## src/rtl/crfs_pkg.sv

```systemverilog
`default_nettype none

package crfs_pkg;

    // Default coordinate width, wraps at this many bits
    localparam int COORD_BITS_DEF = 16;

    // Jobs held between the front and the back
    localparam int QUEUE_DEPTH_DEF = 2;

    // Most results one item can cause, and the index that walks them
    localparam int MAX_RESULTS = 12;
    localparam int IDX_BITS    = $clog2(MAX_RESULTS);

    // Input opcodes
    localparam logic OP_START = 1'b0;
    localparam logic OP_STEP  = 1'b1;

    // Result kinds as seen on the result port
    typedef enum logic [1:0] {
        RES_PIXEL = 2'd0,
        RES_SPAN  = 2'd1,
        RES_NOP   = 2'd2
    } t_res_kind;

    // What the back has to do for one accepted item
    typedef enum logic [1:0] {
        JOB_START,
        JOB_STEP,
        JOB_NOP
    } t_job_kind;

    typedef struct packed {
        t_job_kind kind;
        logic      fill;
        logic      done;
    } t_job_ctl;

    localparam int JOB_CTL_BITS = $bits(t_job_ctl);

endpackage

`default_nettype wire

```

## src/rtl/crfs_front.sv

```systemverilog
`default_nettype none

module crfs_front import crfs_pkg::*; #(
    parameter int COORD_BITS = COORD_BITS_DEF
) (
    input  wire logic                         i_clk,
    input  wire logic                         i_rst_n,
    input  wire logic                         i_accept,
    input  wire logic                         i_opcode,
    input  wire logic signed [COORD_BITS-1:0] i_center_x,
    input  wire logic signed [COORD_BITS-1:0] i_center_y,
    input  wire logic signed [COORD_BITS-1:0] i_edge_x,
    input  wire logic signed [COORD_BITS-1:0] i_edge_y,
    input  wire logic                         i_fill_enable,
    output t_job_ctl                          o_ctl,
    output logic [COORD_BITS-1:0]             o_cx,
    output logic [COORD_BITS-1:0]             o_cy,
    output logic [COORD_BITS-1:0]             o_x,
    output logic [COORD_BITS-1:0]             o_y
);

    localparam int STEP_BITS = COORD_BITS + 1;
    localparam int DEC_BITS  = COORD_BITS + 5;
    localparam logic [DEC_BITS-1:0] DEC_SEED     = DEC_BITS'(3);
    localparam logic [DEC_BITS-1:0] DEC_ADD_AXIS = DEC_BITS'(6);
    localparam logic [DEC_BITS-1:0] DEC_ADD_DIAG = DEC_BITS'(10);

    logic [COORD_BITS-1:0] r_cx, n_cx;
    logic [COORD_BITS-1:0] r_cy, n_cy;
    logic [STEP_BITS-1:0]  r_step_x, n_step_x;
    logic [STEP_BITS-1:0]  r_step_y, n_step_y;
    logic [DEC_BITS-1:0]   r_decision, n_decision;
    logic                  r_fill, n_fill;
    logic                  r_active, n_active;

    logic signed [STEP_BITS-1:0] dx, dy;
    logic [STEP_BITS-1:0]        dx_abs, dy_abs, radius;
    logic [DEC_BITS-1:0]         dec_seed;
    logic [STEP_BITS-1:0]        sx_inc, sy_dec, sy_next;
    logic [DEC_BITS-1:0]         diff;
    logic [DEC_BITS-1:0]         dec_next;
    logic                        dec_neg;
    logic                        step_done;

    // Radius from the larger of the two distances
    always_comb begin
        dx = $signed({i_edge_x[COORD_BITS-1], i_edge_x})
           - $signed({i_center_x[COORD_BITS-1], i_center_x});
        dy = $signed({i_edge_y[COORD_BITS-1], i_edge_y})
           - $signed({i_center_y[COORD_BITS-1], i_center_y});
        dx_abs = dx[STEP_BITS-1] ? STEP_BITS'(-dx) : STEP_BITS'(dx);
        dy_abs = dy[STEP_BITS-1] ? STEP_BITS'(-dy) : STEP_BITS'(dy);
        radius = (dy_abs > dx_abs) ? dy_abs : dx_abs;
        dec_seed = DEC_SEED - {3'b000, radius, 1'b0};
    end

    // Advance x, and y when the decision is not negative
    always_comb begin
        dec_neg = r_decision[DEC_BITS-1];
        sx_inc  = r_step_x + STEP_BITS'(1);
        sy_dec  = r_step_y - STEP_BITS'(1);
        sy_next = dec_neg ? r_step_y : sy_dec;
        diff    = {4'b0000, sx_inc} - {4'b0000, sy_dec};
        if (dec_neg) begin
            dec_next = r_decision + {2'b00, sx_inc, 2'b00} + DEC_ADD_AXIS;
        end else begin
            dec_next = r_decision + {diff[DEC_BITS-3:0], 2'b00} + DEC_ADD_DIAG;
        end
        step_done = !(sx_inc < sy_next);
    end

    // Build the job and the next state
    always_comb begin
        n_cx       = r_cx;
        n_cy       = r_cy;
        n_step_x   = r_step_x;
        n_step_y   = r_step_y;
        n_decision = r_decision;
        n_fill     = r_fill;
        n_active   = r_active;
        o_ctl      = '{kind: JOB_NOP, fill: 1'b0, done: 1'b1};
        o_cx       = '0;
        o_cy       = '0;
        o_x        = '0;
        o_y        = '0;
        if (i_opcode == OP_START) begin
            n_cx       = i_center_x;
            n_cy       = i_center_y;
            n_step_x   = '0;
            n_step_y   = radius;
            n_decision = dec_seed;
            n_fill     = i_fill_enable;
            n_active   = (radius != '0);
            o_ctl      = '{kind: JOB_START, fill: i_fill_enable, done: (radius == '0)};
            o_cx       = i_center_x;
            o_cy       = i_center_y;
            o_y        = radius[COORD_BITS-1:0];
        end else if (r_active) begin
            n_step_x   = sx_inc;
            n_step_y   = sy_next;
            n_decision = dec_next;
            n_active   = !step_done;
            o_ctl      = '{kind: JOB_STEP, fill: r_fill, done: step_done};
            o_cx       = r_cx;
            o_cy       = r_cy;
            o_x        = sx_inc[COORD_BITS-1:0];
            o_y        = sy_next[COORD_BITS-1:0];
        end
    end

    // Commit state on an accepted item
    always_ff @(posedge i_clk) begin
        if (!i_rst_n) begin
            r_cx       <= '0;
            r_cy       <= '0;
            r_step_x   <= '0;
            r_step_y   <= '0;
            r_decision <= '0;
            r_fill     <= 1'b0;
            r_active   <= 1'b0;
        end else if (i_accept) begin
            r_cx       <= n_cx;
            r_cy       <= n_cy;
            r_step_x   <= n_step_x;
            r_step_y   <= n_step_y;
            r_decision <= n_decision;
            r_fill     <= n_fill;
            r_active   <= n_active;
        end
    end

endmodule

`default_nettype wire

```

## src/rtl/crfs_queue.sv

```systemverilog
`default_nettype none

module crfs_queue import crfs_pkg::*; #(
    parameter int WIDTH = 8,
    parameter int DEPTH = QUEUE_DEPTH_DEF
) (
    input  wire logic             i_clk,
    input  wire logic             i_rst_n,
    input  wire logic             i_push,
    input  wire logic [WIDTH-1:0] i_data,
    input  wire logic             i_pop,
    output logic                  o_full,
    output logic                  o_valid,
    output logic [WIDTH-1:0]      o_data
);

    localparam int PTR_BITS = (DEPTH > 1) ? $clog2(DEPTH) : 1;
    localparam int CNT_BITS = $clog2(DEPTH + 1);

    logic [WIDTH-1:0]    r_mem [DEPTH];
    logic [PTR_BITS-1:0] r_wr_ptr, n_wr_ptr;
    logic [PTR_BITS-1:0] r_rd_ptr, n_rd_ptr;
    logic [CNT_BITS-1:0] r_count, n_count;

    assign o_full  = (r_count == CNT_BITS'(DEPTH));
    assign o_valid = (r_count != '0);
    assign o_data  = r_mem[r_rd_ptr];

    // Advance pointers and fill count
    always_comb begin
        n_wr_ptr = r_wr_ptr;
        n_rd_ptr = r_rd_ptr;
        n_count  = r_count;
        if (i_push) begin
            n_wr_ptr = (r_wr_ptr == PTR_BITS'(DEPTH - 1)) ? '0 : r_wr_ptr + PTR_BITS'(1);
        end
        if (i_pop) begin
            n_rd_ptr = (r_rd_ptr == PTR_BITS'(DEPTH - 1)) ? '0 : r_rd_ptr + PTR_BITS'(1);
        end
        if (i_push && !i_pop) begin
            n_count = r_count + CNT_BITS'(1);
        end else if (!i_push && i_pop) begin
            n_count = r_count - CNT_BITS'(1);
        end
    end

    always_ff @(posedge i_clk) begin
        if (!i_rst_n) begin
            r_wr_ptr <= '0;
            r_rd_ptr <= '0;
            r_count  <= '0;
        end else begin
            r_wr_ptr <= n_wr_ptr;
            r_rd_ptr <= n_rd_ptr;
            r_count  <= n_count;
        end
    end

    // Store the job
    always_ff @(posedge i_clk) begin
        if (i_push) begin
            r_mem[r_wr_ptr] <= i_data;
        end
    end

endmodule

`default_nettype wire

```

## src/rtl/crfs_back.sv

```systemverilog
`default_nettype none

module crfs_back import crfs_pkg::*; #(
    parameter int COORD_BITS = COORD_BITS_DEF
) (
    input  wire logic                  i_clk,
    input  wire logic                  i_rst_n,
    input  wire logic                  i_job_valid,
    input  wire t_job_ctl              i_ctl,
    input  wire logic [COORD_BITS-1:0] i_cx,
    input  wire logic [COORD_BITS-1:0] i_cy,
    input  wire logic [COORD_BITS-1:0] i_x,
    input  wire logic [COORD_BITS-1:0] i_y,
    output logic                       o_job_pop,
    input  wire logic                  i_res_pop,
    output logic                       o_res_valid,
    output t_res_kind                  o_kind,
    output logic [COORD_BITS-1:0]      o_pos_x,
    output logic [COORD_BITS-1:0]      o_pos_y,
    output logic [COORD_BITS-1:0]      o_span_end_x,
    output logic                       o_last,
    output logic                       o_done_res
);

    localparam logic [COORD_BITS-1:0] ONE = COORD_BITS'(1);

    logic [IDX_BITS-1:0] r_idx, n_idx;
    logic                r_valid, n_valid;
    t_res_kind           r_kind, n_kind;
    logic [COORD_BITS-1:0] r_pos_x, n_pos_x;
    logic [COORD_BITS-1:0] r_pos_y, n_pos_y;
    logic [COORD_BITS-1:0] r_end_x, n_end_x;
    logic                r_last, n_last;
    logic                r_done;

    logic                advance;
    logic [IDX_BITS-1:0] slot;
    logic [IDX_BITS-1:0] last_idx;

    // Start items walk a subset of the step slots with x at zero
    always_comb begin
        slot     = r_idx;
        last_idx = '0;
        unique case (i_ctl.kind)
            JOB_START: begin
                last_idx = i_ctl.fill ? IDX_BITS'(4) : IDX_BITS'(3);
                case (r_idx)
                    IDX_BITS'(0): slot = IDX_BITS'(0);
                    IDX_BITS'(1): slot = IDX_BITS'(2);
                    IDX_BITS'(2): slot = IDX_BITS'(4);
                    IDX_BITS'(3): slot = IDX_BITS'(5);
                    default:      slot = IDX_BITS'(10);
                endcase
            end
            JOB_STEP: begin
                last_idx = i_ctl.fill ? IDX_BITS'(MAX_RESULTS - 1) : IDX_BITS'(7);
            end
            default: begin
                last_idx = '0;
            end
        endcase
    end

    // Produce the result for the current slot
    always_comb begin
        n_kind  = RES_PIXEL;
        n_pos_x = i_cx;
        n_pos_y = i_cy;
        n_end_x = i_cx;
        unique case (slot)
            IDX_BITS'(0): begin
                n_pos_x = i_cx + i_x;
                n_pos_y = i_cy + i_y;
            end
            IDX_BITS'(1): begin
                n_pos_x = i_cx - i_x;
                n_pos_y = i_cy + i_y;
            end
            IDX_BITS'(2): begin
                n_pos_x = i_cx + i_x;
                n_pos_y = i_cy - i_y;
            end
            IDX_BITS'(3): begin
                n_pos_x = i_cx - i_x;
                n_pos_y = i_cy - i_y;
            end
            IDX_BITS'(4): begin
                n_pos_x = i_cx + i_y;
                n_pos_y = i_cy + i_x;
            end
            IDX_BITS'(5): begin
                n_pos_x = i_cx - i_y;
                n_pos_y = i_cy + i_x;
            end
            IDX_BITS'(6): begin
                n_pos_x = i_cx + i_y;
                n_pos_y = i_cy - i_x;
            end
            IDX_BITS'(7): begin
                n_pos_x = i_cx - i_y;
                n_pos_y = i_cy - i_x;
            end
            IDX_BITS'(8): begin
                n_kind  = RES_SPAN;
                n_pos_x = i_cx + i_x;
                n_pos_y = i_cy + i_y - ONE;
                n_end_x = i_cx - i_x - ONE;
            end
            IDX_BITS'(9): begin
                n_kind  = RES_SPAN;
                n_pos_x = i_cx + i_x;
                n_pos_y = i_cy - i_y + ONE;
                n_end_x = i_cx - i_x - ONE;
            end
            IDX_BITS'(10): begin
                n_kind  = RES_SPAN;
                n_pos_x = i_cx + i_y - ONE;
                n_pos_y = i_cy + i_x;
                n_end_x = i_cx - i_y;
            end
            default: begin
                n_kind  = RES_SPAN;
                n_pos_x = i_cx + i_y - ONE;
                n_pos_y = i_cy - i_x;
                n_end_x = i_cx - i_y;
            end
        endcase
        // Pixels end where they start
        if (n_kind == RES_PIXEL) begin
            n_end_x = n_pos_x;
        end
        // Idle step gives one empty result
        if (i_ctl.kind == JOB_NOP) begin
            n_kind  = RES_NOP;
            n_pos_x = '0;
            n_pos_y = '0;
            n_end_x = '0;
        end
        n_last = (r_idx == last_idx);
    end

    // Move on when the output register is free or being taken
    always_comb begin
        advance   = i_job_valid && (!r_valid || i_res_pop);
        o_job_pop = advance && n_last;
        n_idx     = r_idx;
        n_valid   = r_valid && !i_res_pop;
        if (advance) begin
            n_valid = 1'b1;
            n_idx   = n_last ? '0 : r_idx + IDX_BITS'(1);
        end
    end

    always_ff @(posedge i_clk) begin
        if (!i_rst_n) begin
            r_idx   <= '0;
            r_valid <= 1'b0;
        end else begin
            r_idx   <= n_idx;
            r_valid <= n_valid;
        end
    end

    // Hold the result until it is taken
    always_ff @(posedge i_clk) begin
        if (advance) begin
            r_kind  <= n_kind;
            r_pos_x <= n_pos_x;
            r_pos_y <= n_pos_y;
            r_end_x <= n_end_x;
            r_last  <= n_last;
            r_done  <= i_ctl.done;
        end
    end

    assign o_res_valid  = r_valid;
    assign o_kind       = r_kind;
    assign o_pos_x      = r_pos_x;
    assign o_pos_y      = r_pos_y;
    assign o_span_end_x = r_end_x;
    assign o_last       = r_last;
    assign o_done_res   = r_done;

endmodule

`default_nettype wire

```

## src/rtl/circle_rasterizer_with_fill_spans_core.sv

```systemverilog
`default_nettype none

// Midpoint circle rasteriser, one step per item. A start item (opcode 0)
// takes the centre and an edge point, sets the radius to the larger of
// |dx| and |dy| and gives the four axis pixels, plus a centre span when
// fill is on. Each step item (opcode 1) gives the eight symmetric border
// pixels, plus four fill spans when fill is on; done_res is set on every
// result of the item that finishes the circle, and last marks each item's
// final result. A step with no circle running gives one no-op result.
// Timing: the front takes one item per cycle while the job queue
// (QUEUE_DEPTH entries) has room; the back writes one result per cycle
// into the output register while a job waits and that register is
// empty or being popped; an item gives 4 or 5 results for a start,
// 8 or 12 for a step, 1 for a no-op. Coordinates wrap at COORD_BITS bits.
module circle_rasterizer_with_fill_spans_core import crfs_pkg::*; #(
    parameter int COORD_BITS  = COORD_BITS_DEF,
    parameter int QUEUE_DEPTH = QUEUE_DEPTH_DEF
) (
    input  wire logic                         i_clk,
    input  wire logic                         i_rst_n,
    input  wire logic                         push,
    output logic                              full,
    input  wire logic                         i_opcode,
    input  wire logic signed [COORD_BITS-1:0] i_center_x,
    input  wire logic signed [COORD_BITS-1:0] i_center_y,
    input  wire logic signed [COORD_BITS-1:0] i_edge_x,
    input  wire logic signed [COORD_BITS-1:0] i_edge_y,
    input  wire logic                         i_fill_enable,
    output logic                              empty,
    input  wire logic                         pop,
    output logic [1:0]                        o_kind,
    output logic signed [COORD_BITS-1:0]      o_pos_x,
    output logic signed [COORD_BITS-1:0]      o_pos_y,
    output logic signed [COORD_BITS-1:0]      o_span_end_x,
    output logic                              o_last,
    output logic                              o_done_res
);

    localparam int JOB_BITS = JOB_CTL_BITS + 4 * COORD_BITS;

    logic                  accept;
    t_job_ctl              fr_ctl;
    logic [COORD_BITS-1:0] fr_cx, fr_cy, fr_x, fr_y;
    logic [JOB_BITS-1:0]   q_in, q_out;
    logic                  q_valid, q_pop;
    t_job_ctl              bk_ctl;
    logic [COORD_BITS-1:0] bk_cx, bk_cy, bk_x, bk_y;
    logic                  res_valid;
    t_res_kind             res_kind;

    assign accept = push && !full;

    // Classify items and keep the circle state
    crfs_front #(
        .COORD_BITS(COORD_BITS)
    ) u_front (
        .i_clk        (i_clk),
        .i_rst_n      (i_rst_n),
        .i_accept     (accept),
        .i_opcode     (i_opcode),
        .i_center_x   (i_center_x),
        .i_center_y   (i_center_y),
        .i_edge_x     (i_edge_x),
        .i_edge_y     (i_edge_y),
        .i_fill_enable(i_fill_enable),
        .o_ctl        (fr_ctl),
        .o_cx         (fr_cx),
        .o_cy         (fr_cy),
        .o_x          (fr_x),
        .o_y          (fr_y)
    );

    assign q_in = {fr_ctl, fr_cx, fr_cy, fr_x, fr_y};

    // Queue jobs between front and back
    crfs_queue #(
        .WIDTH(JOB_BITS),
        .DEPTH(QUEUE_DEPTH)
    ) u_queue (
        .i_clk  (i_clk),
        .i_rst_n(i_rst_n),
        .i_push (accept),
        .i_data (q_in),
        .i_pop  (q_pop),
        .o_full (full),
        .o_valid(q_valid),
        .o_data (q_out)
    );

    assign {bk_ctl, bk_cx, bk_cy, bk_x, bk_y} = q_out;

    // Expand each job into its results
    crfs_back #(
        .COORD_BITS(COORD_BITS)
    ) u_back (
        .i_clk       (i_clk),
        .i_rst_n     (i_rst_n),
        .i_job_valid (q_valid),
        .i_ctl       (bk_ctl),
        .i_cx        (bk_cx),
        .i_cy        (bk_cy),
        .i_x         (bk_x),
        .i_y         (bk_y),
        .o_job_pop   (q_pop),
        .i_res_pop   (pop),
        .o_res_valid (res_valid),
        .o_kind      (res_kind),
        .o_pos_x     (o_pos_x),
        .o_pos_y     (o_pos_y),
        .o_span_end_x(o_span_end_x),
        .o_last      (o_last),
        .o_done_res  (o_done_res)
    );

    assign empty  = !res_valid;
    assign o_kind = res_kind;

endmodule

`default_nettype wire
```

## config.mk

```make
export PLATFORM = sky130hd
export DESIGN_NAME = circle_rasterizer_with_fill_spans_core
export DESIGN_NICKNAME = d
export VERILOG_FILES = /design/src/rtl/crfs_pkg.sv /design/src/rtl/crfs_front.sv /design/src/rtl/crfs_queue.sv /design/src/rtl/crfs_back.sv /design/src/rtl/circle_rasterizer_with_fill_spans_core.sv
export SDC_FILE = /design/constraint.sdc
export NUM_CORES = 1
export LEC_CHECK = 0
export ABC_CLOCK_PERIOD_IN_PS = 8000
export BUFFER_PORTS_ARGS = -buffer_cell sky130_fd_sc_hd__buf_2
export CAP_MARGIN = 10
export CORE_ASPECT_RATIO = 1.2
export CORE_MARGIN = 10
export CORE_UTILIZATION = 28
export CTS_CLUSTER_DIAMETER = 200
export DETAILED_ROUTE_END_ITERATION = 6
export GPL_TIMING_DRIVEN = 1
export PLACE_DENSITY_LB_ADDON = 0.1
export SLEW_MARGIN = 20
export SYNTH_ARGS = -nofsm -noshare
export SYNTH_HDL_FRONTEND = slang
export SYNTH_SLANG_ARGS = --single-unit
```

## constraint.sdc

```tcl
create_clock -name i_clk -period 8 [get_ports i_clk]
set_clock_uncertainty 0.2 [all_clocks]
set_input_delay 1.2 -clock i_clk [delete_from_list [all_inputs] [get_ports i_clk]]
set_output_delay 1.2 -clock i_clk [all_outputs]
set_load 0.03 [all_outputs]
```

==> impl_metrics.yaml, run 1 <==
logic_synthesis:
  yosysSeqAreaShare_pct: 29.67
  synthAdderAreaFrac_pct: 14.26
  syn_nets: 3392
  netlist_area_sq_mm: 0.02564
  synth_compound_area_share_pct: 20.10
  postSynth.asyncResetShare_pct: 0
  synth_xor_xnor_area_share_pct: 10.56
  synth_seq_cells: 286
  synth_area_leaders: "edfxtp_1 22%, ha_1 13%, dfxtp_1 7.7%"
  synthMuxAreaShare_pct: 3.845
  synth-simple-area-share_pct: 17.13
  synth_edf_count: 188
  netlist.area_leader.share_pct: 22.02
  synth_ff_type: "edfxtp_1"
  synth_warnings: 0
  synth_top_area_cell: "edfxtp_1"
  syn_avg_cell_area_sq_um: 8.442
  syn_inst: 3037
  synth.distinct_cells: 87
  synth_top_family_by_area: "compound AO/OA/AOI/OAI gates"
power:
  clock_power_share_pct: 11.7
  power_uw: 13800
  sw_frac_of_total_pct: 52.05
  power.switching_uw: 7180
  leakagePower_uw: 0.01181
  p_per_area_mw_per_mm2: 478.0
  p_int_uw: 6615
  ir_worst_vdd_uv: 193.7
  pwr-share-seq_pct: 16.5
  pwr-share-comb_pct: 71.8
sta:
  fin_crit_sh_pct: 91.33
  setup_violations: 0
  fmax_ghz: 0.1369
  final_hold_viol_count: 0
  rsz0062_at_grt: "false"
  relSlewSlack_pct: 34.08
  worstMarginPinSlew_ns: 0.9785
  period_minus_slack_ns: 7.306
  fin_tns_setup_ns: 0
  slew_violations: 0
run_status:
  status: "complete, no violations"
grt:
  grt_pass1_vias: 22480
  grt_use_met2_pct: 31.96
  grt-ovfl-total: 0
  grt_busiest_layer: "met2"
  grt_pass1_wl_mm: 139.7
  met1_usage_pct: 20.99
  grt_max_degree: 89
  antenna_found_initial: 1
  grt_usage_pct: 17.56
  use_met3_pct: 1.830
hold_path:
  min_path_type: "flip-flop to flip-flop"
clock_tree:
  htreeDepth: 2
  ctsHoldBuffers: 0
  postCtsSetupRepairBufs: 0
  cts_resized: 0
  cts_root_buf: "clkbuf_16"
  clk_path_buf_depth: 3
  clk_pin_slew_ns: 0.05
  worstSkewPairLatency_ns: 0.56
  tritoncts: "done"
  cts.sinks: 286
  cts_made_buffers: 35
worst_setup_path:
  crit_path_end_kind: "flip-flop"
  cp_cell_sequence: "buf_2 > ha_1 > fa_1 > nand2b_1 > a21oi_1 > xor2_1 > nor4_1 > nand2_1 > or4_1 > nand2_1 > xnor2_1 > ha_1 > nand2_1 > nor4_1 > o31ai_1 > a21oi_1 > mux2_2 > nor4_1 > nand2_1 > buf_4 > nor3b_1 > nand3b_1 > a21oi_1 > a21oi_1"
  cp-start-kind: "input pin"
  path_delay_family: "simple AND/OR/NAND/NOR gates"
  path_max_fanout: 8
  crit_arrival_ns: 7.52
  cp_num_buf_inv: 2
  slowest_delay_ns: 0.74
  crit_slowest_cell: "nor4_1"
  critPathKind: "input pin to flip-flop"
  cp_data_required_time_ns: 8.21
detailed_routing:
  viasPerCell: 5.220
  post-route-drc-count: 0
  drtIter0Drc: 1191
  via_count: 22580
  post_drt_wl_per_cell_um: 21.58
  dr.pass1.iters: 5
  wl_mm: 93.37
  ant_nets: 0
floorplanning:
  die_h_um: 351.5
  pin_count: 124
  row_count: 121
  die_w_um: 296.2
  initial_core_util_pct: 28.23
  coreArea_sq_mm: 0.09084
  die_area_sq_mm: 0.1041
finish:
  n_fill_cell: 9594
  drive_gt1_share_pct: 9.918
  nNetsFinal: 3484
  final_cell_mix: "302 x nor2_1, 273 x ha_1, 260 x nand2_1"
  syn_to_final_growth_pct: 12.55
  layout_commonest_cell: "nor2_1"
place:
  gp_congestion: 0.8916
  port_buffers: 123
  dpl.hpwl_mm: 75.11
job:
  cap_violations: 0
worst min-delay path: cells and delay by family (launching register included):
kind / cells / cell delay (ns)
AO/OA/AOI/OAI: 1 / 0.05
flip-flops: 1 / 0.30
AND/OR/NAND/NOR: 1 / 0.05
sequential cells by signal (all words and copies together) (netlist names), named ones only:
signal	flops
u_queue.r_mem	136
u_back.o_last	1
u_front.r_decision	20
u_back.r_idx	4
u_queue.r_count	2
u_front.r_cx	16
u_queue.r_wr_ptr	1
u_queue.r_rd_ptr	1
u_back.o_kind	2
u_front.r_active	1
u_back.o_done_res	1
u_back.o_pos_y	16
u_back.o_res_valid	1
u_back.o_pos_x	16
u_front.r_fill	1
u_front.r_step_x	17
u_back.o_span_end_x	16
u_front.r_cy	16
u_front.r_step_y	17
path summary, 6_finish.rpt:
kind / from / end / slack (ns) / cells past startpoint
worst min register to register: u_front.r_cy[15] / u_front.r_cy[15] / 0.25 / 2
worst max register to register: u_back.r_idx[0] / u_back.o_pos_y[14] / 1.48 / 23
worst max-delay path: i_center_x[0] / u_front.r_active / 0.69 / 24
worst min-delay path: u_front.r_cy[15] / u_front.r_cy[15] / 0.25 / 2
cell usage after synthesis (all sizes together) (44+ instances only):
cell / count
xor2: 120
inv: 181
nand2: 261
mux2: 44
a21o: 52
nor3: 58
xnor2: 189
a21oi: 258
mux2i: 49
o21ai: 188
nand3: 84
a211oi: 64
ha: 273
clkbuf: 96
dfxtp: 98
nor2: 309
edfxtp: 188
through the flow:
stage / worst slack (ns) / utilization [%] / cell area [sq um] / hold WS (ns) / std cells
2_1_floorplan: 1.173 / - / 25640 / 0.2366 / 3037
3_3_place_gp: 0.2408 / 30.50 / 27710 / 0.2425 / 4260
3_5_place_dp: 0.1698 / 30.50 / 27710 / 0.2465 / 4260
4_1_cts: 0.7789 / 31.76 / 28850 / 0.2549 / 4324
5_1_grt: 0.1045 / 31.76 / 28850 / 0.2686 / 4324
6_report: 0.6940 / 31.77 / 28860 / 0.2520 / 4326
area by class of cell:
cell class / count / area [sq um] / share of cell area, %
clock inverters: 22 / 210.2 / 0.7284
diodes: 2 / 5.005 / 0.01734
well taps: 1168 / 1461 / 5.064
inverters: 183 / 686.9 / 2.380
clock buffers: 42 / 933.4 / 3.234
multi-input cells: 2449 / 16950 / 58.74
repair buffers: 174 / 998.5 / 3.460
flip-flops and latches: 286 / 7612 / 26.38
power groups by stage:
stage / clock network (uW) / registers (uW) / logic, uW
final: 1610 / 2270 / 9910
after detailed placement: 0 / 2310 / 9900
after global routing: 1730 / 2310 / 10900
after floorplan: 0 / 2560 / 6740
after CTS: 1680 / 2280 / 9940
after global placement: 0 / 2310 / 9810
logic make-up after synthesis:
group,count (synthesis)
multiplexers,93
XOR/XNOR,309
adder cells (fa/ha/maj),285
flip-flops,286
AND/OR/NAND/NOR,948
AO/OA/AOI/OAI,814
buffers and inverters,302
layer usage:
| layer | vias up | share of wire [%] |
|---|---|---|
| li1 | 11090 | - |
| met1 | 10880 | 42 |
| met2 | 460 | 50 |
| met3 | 145 | 3.5 |
| met4 | 2 | 3.9 |
| met5 | - | 0.014 |
(Power assumes the default switching activity.)
==> run 2, diff against run 1 <==
--- a/config.mk
+++ b/config.mk
@@ -5,6 +5,7 @@
 export SDC_FILE = /design/constraint.sdc
 export NUM_CORES = 1
 export LEC_CHECK = 0
+export ABC_AREA = 1
 export ABC_CLOCK_PERIOD_IN_PS = 8000
 export BUFFER_PORTS_ARGS = -buffer_cell sky130_fd_sc_hd__buf_2
 export CAP_MARGIN = 10
@@ -18,4 +19,5 @@
 export SLEW_MARGIN = 20
 export SYNTH_ARGS = -nofsm -noshare
 export SYNTH_HDL_FRONTEND = slang
+export SYNTH_HIERARCHICAL = 1
 export SYNTH_SLANG_ARGS = --single-unit
==> run 2 against run 1 <==
Sequential power barely moved; highest routed layer is now met4; area after synthesis rose by 14%; non-clock buffer count fell by 33; clock power rose by 7%; clock-buffer cell count fell by 2; sequential share of layout area fell by 3.0 points; via count rose by 23%; critical endpoint is now u_front/r_decision[20].
==> impl_metrics.yaml, run 2 <==
logic_synthesis:
  synthMuxAreaShare_pct: 2.902
  synth_seq_cells: 286
  yosysSeqAreaShare_pct: 25.94
  synth_top_family_by_area: "simple AND/OR/NAND/NOR gates"
  netlist.area_leader.share_pct: 19.25
  synth-simple-area-share_pct: 31.06
  synthMostInstantiatedCell: "nand2_1"
  synth_ff_type: "edfxtp_1"
  netlist_area_sq_mm: 0.02932
  syn_nets: 4651
  synthTopCellsByCount: "1102 x nand2_1, 620 x inv_1, 389 x nor2_1"
  synth_area_leaders: "edfxtp_1 19%, nand2_1 14%, ha_1 12%"
  syn_inst: 4294
  synth_compound_area_share_pct: 13.55
  syn_avg_cell_area_sq_um: 6.829
  synthAdderAreaFrac_pct: 12.55
  postSynth.asyncResetShare_pct: 0
  synth_warnings: 6
  synth_xor_xnor_area_share_pct: 3.687
  synth_top_area_cell: "edfxtp_1"
  synth_edf_count: 188
  synth.distinct_cells: 78
finish:
  stdcell_area_sq_mm: 0.03252
  largest_reg_flops: 136
  drive_gt1_share_pct: 10.45
  nNetsFinal: 4725
  top_regs: "u_queue/r_mem (136), u_front/r_decision (20)"
  ff_latch_area_sq_mm: 0.007611
  layout_commonest_cell: "nand2_1"
  top_register: "u_queue/r_mem"
  n_fill_cell: 11610
  multiInputGateArea_sq_mm: 0.01872
  n_antenna_cell: 0
  final_cell_mix: "1102 x nand2_1, 617 x inv_1, 385 x nor2_1"
  syn_to_final_growth_pct: 10.90
worst_setup_path:
  crit_path_end_kind: "flip-flop"
  timing.rr.end: "u_front/r_decision[20]"
  crit_path_start: "u_front/r_step_x[0]"
  r2r-start: "u_front/r_step_x[0]"
  crit_slowest_cell: "dfxtp_1"
  critPathKind: "flip-flop to flip-flop"
  crit_top_cell: "inv_1"
  ff2ff_path_depth: 31
  cp_data_required_time_ns: 8.25
  cp-start-kind: "flip-flop"
  path_max_fanout: 8
  crit_arrival_ns: 6.84
  slowest_delay_ns: 0.62
  rrSetupSlack_ns: 1.41
clock_tree:
  clk_pin_slew_ns: 0.06
  htreeDepth: 2
  cts_made_buffers: 36
  worstSkewPairLatency_ns: 0.58
  cts_resized: 0
  tritoncts: "done"
  cts_root_buf: "clkbuf_16"
  clk_path_buf_depth: 3
  postCtsSetupRepairBufs: 0
  ctsHoldBuffers: 0
  cts.sinks: 286
grt:
  grt_pass1_vias: 27250
  grt_use_met2_pct: 32.09
  antenna_found_initial: 0
  use_met3_pct: 1.700
  grt-ovfl-total: 0
  grt_usage_pct: 17.94
  grt_busiest_layer: "met2"
  grt_max_degree: 66
  met1_usage_pct: 22.23
  grt_pass1_wl_mm: 164.9
run_status:
  status: "complete, no violations"
floorplanning:
  die_w_um: 315.4
  coreArea_sq_mm: 0.1043
  die_area_sq_mm: 0.1181
  row_count: 130
  pin_count: 124
  die_h_um: 374.5
  initial_core_util_pct: 28.12
detailed_routing:
  via_count: 27720
  post_drt_wl_per_cell_um: 18.86
  wl_mm: 109.0
  post-route-drc-count: 0
  drtIter0Drc: 1462
  dr.pass1.iters: 5
  viasPerCell: 4.796
  ant_nets: 0
place:
  gp_congestion: 0.9053
  port_buffers: 123
  place_area_sq_mm: 0.03128
  dpl.hpwl_mm: 90.17
sta:
  rsz0062_at_grt: "false"
  final_hold_viol_count: 0
  fin_crit_sh_pct: 82.37
  period_minus_slack_ns: 6.590
  setup_violations: 0
  worstMarginPinSlew_ns: 0.8569
  slew_violations: 0
  fin_tns_setup_ns: 0
  fmax_ghz: 0.1518
  relSlewSlack_pct: 42.87
hold_path:
  min_path_type: "flip-flop to flip-flop"
  hold_path_end: "u_front/r_cy[0]"
  min_path_cells: 2
  min_from: "u_front/r_cy[0]"
power:
  power_uw: 15340
  ir_worst_vdd_uv: 244.2
  p_per_area_mw_per_mm2: 471.8
  leakagePower_uw: 0.01576
job:
  cap_violations: 0
[run 2: cell type report]
cell class / instances / share of cell area, %
clock inverter: 24 / 0.8850
inverter: 656 / 7.591
tap: 1386 / 5.333
timing repair buffer: 141 / 2.309
multi-input combinational: 3247 / 57.56
clock buffer: 40 / 2.913
sequential: 286 / 23.41
[run 2: worst max path at each step]
stage                                   to  slack (ns)
finish              u_front/r_decision[20]        1.41
global route        u_front/r_decision[20]        0.49
CTS                 u_front/r_decision[20]        1.33
detailed placement  u_front/r_decision[18]        0.90
global placement    u_front/r_decision[20]        0.97
floorplan           u_front/r_decision[18]        2.31
[run 2: power by group]
group / internal, uW / leakage (uW) / total, uW / switching [uW]
sequential: 2110 / 0.00261 / 2260 / 154
combinational: 3320 / 0.0125 / 11400 / 8030
clock: 1000 / 0.000600 / 1720 / 722
[run 2: worst max-delay path, delay by kind of cell (launching register included)]
kind,cells,cell delay [ns]
simple gates,13,2.46
fa+ha+maj,4,1.16
compound gates,6,0.89
flops,1,0.62
xor+xnor,2,0.58
buf+inv,6,0.55
[run 2: cells by family after synthesis]
logic type,Yosys count
AO/OA/AOI/OAI,686
multiplexers,69
XOR/XNOR,111
buffers and inverters,761
AND/OR/NAND/NOR,2094
flip-flops,286
adder cells (fa/ha/maj),287
[run 2: metrics by stage]
| stage | std cells | setup slack [ns] | util [%] | hold slack (ns) |
|---|---|---|---|---|
| 6_report | 5780 | 1.410 | 31.19 | 0.2633 |
| 5_1_grt | 5780 | 0.4866 | 31.19 | 0.2826 |
| 4_1_cts | 5780 | 1.332 | 31.19 | 0.2663 |
| 3_5_place_dp | 5716 | 0.9022 | 30.00 | 0.2570 |
| 3_3_place_gp | 5716 | 0.9692 | 30.00 | 0.2551 |
| 2_1_floorplan | 4294 | 2.311 | - | 0.2389 |
[run 2: routing by layer]
metal | vias to the layer above | share of wire, %
met3 | 129 | 2.9
met1 | 12810 | 44
li1 | 14330 | -
met2 | 444 | 49
met5 | - | 0
met4 | 0 | 3.4
